===== src/hw/rtl/cpp_pkg.sv =====
`timescale 1ns / 1ps
package cpp_pkg;

  localparam int NUM_COEF        = 22;
  localparam int COORD_WIDTH_DEF = 32;

  localparam logic CMD_LOAD = 1'b0;
  localparam logic CMD_PROJ = 1'b1;

  localparam logic [4:0] CI_T0   = 5'd9;
  localparam logic [4:0] CI_FX   = 5'd12;
  localparam logic [4:0] CI_SKEW = 5'd13;
  localparam logic [4:0] CI_CX   = 5'd14;
  localparam logic [4:0] CI_FY   = 5'd15;
  localparam logic [4:0] CI_CY   = 5'd16;
  localparam logic [4:0] CI_K1   = 5'd17;
  localparam logic [4:0] CI_K2   = 5'd18;
  localparam logic [4:0] CI_P1   = 5'd19;
  localparam logic [4:0] CI_P2   = 5'd20;
  localparam logic [4:0] CI_K3   = 5'd21;

  localparam logic signed [31:0] Q28_ONE = 32'sh1000_0000;

  typedef struct packed {
    logic               cmd;
    logic [4:0]         idx;
    logic signed [31:0] val;
    logic signed [31:0] wx;
    logic signed [31:0] wy;
    logic signed [31:0] wz;
  } item_t;

  // {clamped, value}
  function automatic logic [32:0] sat32(input logic signed [63:0] v);
    logic [32:0] r;
    if (v > 64'sh0000_0000_7FFF_FFFF) begin
      r = {1'b1, 32'h7FFF_FFFF};
    end else if (v < 64'shFFFF_FFFF_8000_0000) begin
      r = {1'b1, 32'h8000_0000};
    end else begin
      r = {1'b0, v[31:0]};
    end
    return r;
  endfunction

  function automatic logic [32:0] mulq28(input logic signed [63:0] p);
    logic signed [63:0] s;
    s = p >>> 28;
    return sat32(s);
  endfunction

endpackage


===== src/hw/rtl/cpp_queue.sv =====
`timescale 1ns / 1ps
module cpp_queue (
  input  logic           clk,
  input  logic           rst_n,
  input  logic           push,
  input  cpp_pkg::item_t push_item,
  input  logic           pop,
  output cpp_pkg::item_t head,
  output logic           not_empty,
  output logic           full
);
  import cpp_pkg::*;

  item_t      slot_r [2];
  logic       wp_r;
  logic       rp_r;
  logic [1:0] cnt_r;

  assign head      = slot_r[rp_r];
  assign not_empty = (cnt_r != 2'd0);
  assign full      = (cnt_r == 2'd2);

  always_ff @(posedge clk) begin
    if (push) begin
      slot_r[wp_r] <= push_item;
    end
  end

  always_ff @(posedge clk) begin
    if (!rst_n) begin
      wp_r  <= 1'b0;
      rp_r  <= 1'b0;
      cnt_r <= 2'd0;
    end else begin
      if (push) begin
        wp_r <= ~wp_r;
      end
      if (pop) begin
        rp_r <= ~rp_r;
      end
      cnt_r <= cnt_r + {1'b0, push} - {1'b0, pop};
    end
  end

endmodule


===== config.mk =====
export PLATFORM = sky130hd
export DESIGN_NAME = cpp_queue
export DESIGN_NICKNAME = d
export VERILOG_FILES = /design/src/hw/rtl/cpp_pkg.sv /design/src/hw/rtl/cpp_queue.sv
export SDC_FILE = /design/constraint.sdc
export NUM_CORES = 1
export LEC_CHECK = 0
export BUFFER_PORTS_ARGS = -buffer_cell sky130_fd_sc_hd__buf_4
export CELL_PAD_IN_SITES_DETAIL_PLACEMENT = 1
export CELL_PAD_IN_SITES_GLOBAL_PLACEMENT = 2
export CORE_ASPECT_RATIO = 0.9
export CORE_MARGIN = 2
export CORE_UTILIZATION = 41
export CTS_BUF_LIST = sky130_fd_sc_hd__clkbuf_16
export DETAILED_ROUTE_END_ITERATION = 12
export GPL_ROUTABILITY_DRIVEN = 1
export MAX_ROUTING_LAYER = met4
export PLACE_DENSITY = 0.92
export SLEW_MARGIN = 20
export SYNTH_ARGS = -nofsm -noshare
export SYNTH_HDL_FRONTEND = slang
export SYNTH_SLANG_ARGS = --single-unit

===== constraint.sdc =====
create_clock -name clk -period 11.4 [get_ports clk]
set_input_delay 0.57 -clock clk [delete_from_list [all_inputs] [get_ports clk]]
set_output_delay 0.57 -clock clk [all_outputs]
set_load 0.01 [all_outputs]

* After elaboration in Yosys (flattened, before gate mapping)
Memories as Yosys holds them, arrays and structs flattened. A register that Yosys moved wholly into a read port is not among the register bits.
Cells that the tools add are included.
** Word-level totals
- Memories kept :: 1
- Register bits :: 4
- Input bits :: 138
- Word-level logic and storage cells :: 14
- Output and inout port bits :: 136
- Memory bits (writable) :: 268
** Memory list
- slot_r :: words 2, bits a word 134, read ports 1, clocked after Yosys merged registers in 1, write ports 1, RTL line cpp_queue.sv:14 : item_t slot_r [2];
** Cells by class
- Eq/ne operators :: 1
- Muxes and demuxes :: 4
- Reductions and logical operators :: 1
- $add $sub $neg :: 2
- Bitwise gates (word level) :: 2
** Operator list (number)
- $mux 1 :: 4
- $add 2x1->2 :: 1
- $eq 2x2->1 const B :: 1
- $not 1->1 :: 2
- $reduce_bool 2->1 :: 1
- $sub 2x1->2 :: 1

* Logic depth before layout (Yosys ltp)
- Word-level depth :: 3
- Depth in mapped cells :: 6
- Gate-level depth less buffers :: 6

* Worst setup path after synthesis
Ideal clock, no wire load.
- Kind :: input to register
- From :: input port push
- To :: memory slot_r[0][0] (netlist bit) (enable)
- Slack :: 4.350 ns
- Library setup time :: 0.645 ns
- Cell stages on the path :: 1
- Required time :: 10.755 ns
- Path buffers :: 0
- Arrival :: 6.405 ns
- Path through :: nor2b_1
** Between the ends
- Word-level cells in the longest chain between the ends :: 2
** Ends and longest elaborated chain
- start, declared :: RTL line cpp_queue.sv:5 : input logic push,
- $mux 1 :: RTL line cpp_queue.sv:24 : if (push) begin
- $mux 1 (implied by the code) :: RTL line cpp_queue.sv:25 : slot_r[wp_r] <= push_item;
- end, declared :: RTL line cpp_queue.sv:14
Every way passes these cells.

==> flow_summary.toml <==
[timing]
hold_violations = 0
rsz0062_at_grt = "no"
tns_ns = 0
worst_slew_pin_slew_ns = 1.00
relSlewSlack = 0.330
setup_viol = 0
period_share = 0.308
fin_skew_ns = 0.0105
fmax_mhz = 285
worst_hold_slack_ns = 0.222
finalMaxSlewViolations = 0
fin_ws_ns = 7.89
min_period_ns = 3.51

[cells_and_area]
final_cell_mix = "275 x buf_4, 268 x edfxtp_1, 74 x mux2_2"
layout_commonest_cell = "buf_4"
nets = 870
fin_cells = 1060
utilization = 0.551
area_growth_pct = 31.9
drive_above_1_share = 0.601
nFillCells = 2176

[min_path]
hold_path_class = "input pin to register"

[synthesis]
synth_cells = 438
syn_area_sq_mm = 0.0101
yosysSeqAreaShare = 0.804
ys_types = 14
syn_nets = 578
yosys_warnings = 0
yosys_register_bits = 273
avgSynthCellArea_sq_um = 23.1

[detailed_routing]
dr.pass1.iters = 4
vias_per_cell = 4.79
first_iter_violations = 236
routedWlPerCell_microns = 21.0
ant_nets = 0
vias = 5078
drc = 0
wl_mm = 22.3

[run_status]
outcome = "complete, no violations"

[global_routing]
grt_max_degree = 90
antenna_found_initial = 1
use_met2 = 0.302
track_usage = 0.173
grt_overflow = 0
grt_use_met1 = 0.199
grt_pass1_wl_mm = 33.4
grt_pass1_vias = 5709
grt_busiest_layer = "met2"
met3_usage = 0.0435

[power_and_ir_drop]
peakVddDrop_uv = 138
powerDensity_mw_per_mm2 = 174
p_leak_nw = 5.16

[worst_setup_path]
crit_slowest_cell = "dfxtp_4"
cp-endpoint = "head[10]"
r2r_cells = 2
arrival_ns = 2.94
required_ns = 10.83
r2r_end = "slot_r[1][32]"
cp_slowest_stage_delay_ns = 0.99
crit_fanout = 72
rr_startpoint = "wp_r"
r2r_slack_ns = 8.85
crit_chain = "buf_6 > mux2_2 > buf_4"
worstSetupPathType = "register to output pin"
worstSetupStartpointType = "register"
endpoint_kind = "output pin"

[clock_tree]
path_clk_slew_ns = 0.06
cts_tree = "done"
cts_sinks = 273
clk_latency_ns = 0.53
htree_levels = 1
ctsResizeCount = 0
numCtsBuffers = 28
cts_hold_buffers = 0
post_cts_buffers = 0
root_buffer = "clkbuf_16"
cts_buffer_depth = 3

[floorplanning]
die-area_sq_mm = 0.0260
design.portCount = 274
die_h_microns = 153
core_area_sq_mm = 0.0243
die_x_microns = 170
rows = 54
start_util = 0.418

[placed_design]
place_worst_setup_slack_ns = 8.15
portBuffers = 273
dp_cells = 1008
place_congestion = 0.737
dpl.hpwl_mm = 15.2

[flow_run]
max_cap_violations = 0
## registers in the layout (all words and copies together), names as in the netlist, named ones only
signal  count
cnt_r       2
rp_r        1
slot_r    268
wp_r        1
## synthesized netlist by cell type (all sizes together)
cell | n | area [sq um]
o21a | 1 | 7.51
dfxtp | 5 | 100
nor2b | 4 | 25.0
xnor3 | 1 | 22.5
inv | 2 | 7.51
edfxtp | 268 | 8050
xor2 | 1 | 8.76
mux2 | 134 | 1730
ha | 2 | 25.0
buf | 15 | 125
or2 | 1 | 6.26
and2 | 4 | 25.0
## per-layer routing
layer,share of wire,wire length [microns]
met5,0,0
met4,0.029,639
met3,0.072,1600
met2,0.51,11400
met1,0.39,8630
## where the power goes
group          internal (mW)  switching (mW)  total, mW
Sequential              1.16          0.0245       1.19
Clock                  0.500           0.355      0.855
Combinational          0.160           0.121      0.281
Total                   1.82           0.500       2.32
## cell families after synthesis
| family | count (synthesis) | share of synthesized area |
|---|---|---|
| AOI/OAI and AO/OA | 1 | 0.000741 |
| xor gates and xnor gates | 2 | 0.00309 |
| adders and majority gates | 2 | 0.00247 |
| buffers and inverters | 17 | 0.0131 |
| DFF | 273 | 0.804 |
| muxes | 134 | 0.171 |
| and+or+nand+nor | 9 | 0.00556 |
## worst min path at each step
stage,start,end,cells after the start
floorplan,rp_r,register,2
global placement,rp_r,register,2
detailed placement,rp_r,register,2
CTS,push_item[11],slot_r[0][11],1
global route,push_item[9],slot_r[1][9],1
finish,push_item[39],slot_r[0][39],1
## area by class of cell
type | instances | area (sq um) | area share
antenna | 1 | 2.50 | 0.000187
clock buffer | 29 | 726 | 0.0543
clock inverter | 22 | 144 | 0.0108
inverter | 2 | 7.51 | 0.000562
multi-input combinational | 148 | 1860 | 0.139
sequential | 273 | 8150 | 0.610
tap | 308 | 385 | 0.0288
timing repair buffer | 277 | 2090 | 0.156
## worst max-delay path, delay by kind of cell, from the launching register on
family | cells | cell delay [ns]
flops | 1 | 0.99
buf+inv | 2 | 0.83
mux | 1 | 0.42
## stage by stage
stage	area [sq um]	power, mW
final	13400	2.32
after global placement	12500	1.48
after floorplan	10100	1.35
after global routing	13400	2.40
after CTS	13400	2.35
after detailed placement	12500	1.49
Note: power is estimated with default switching activity, not from simulation.
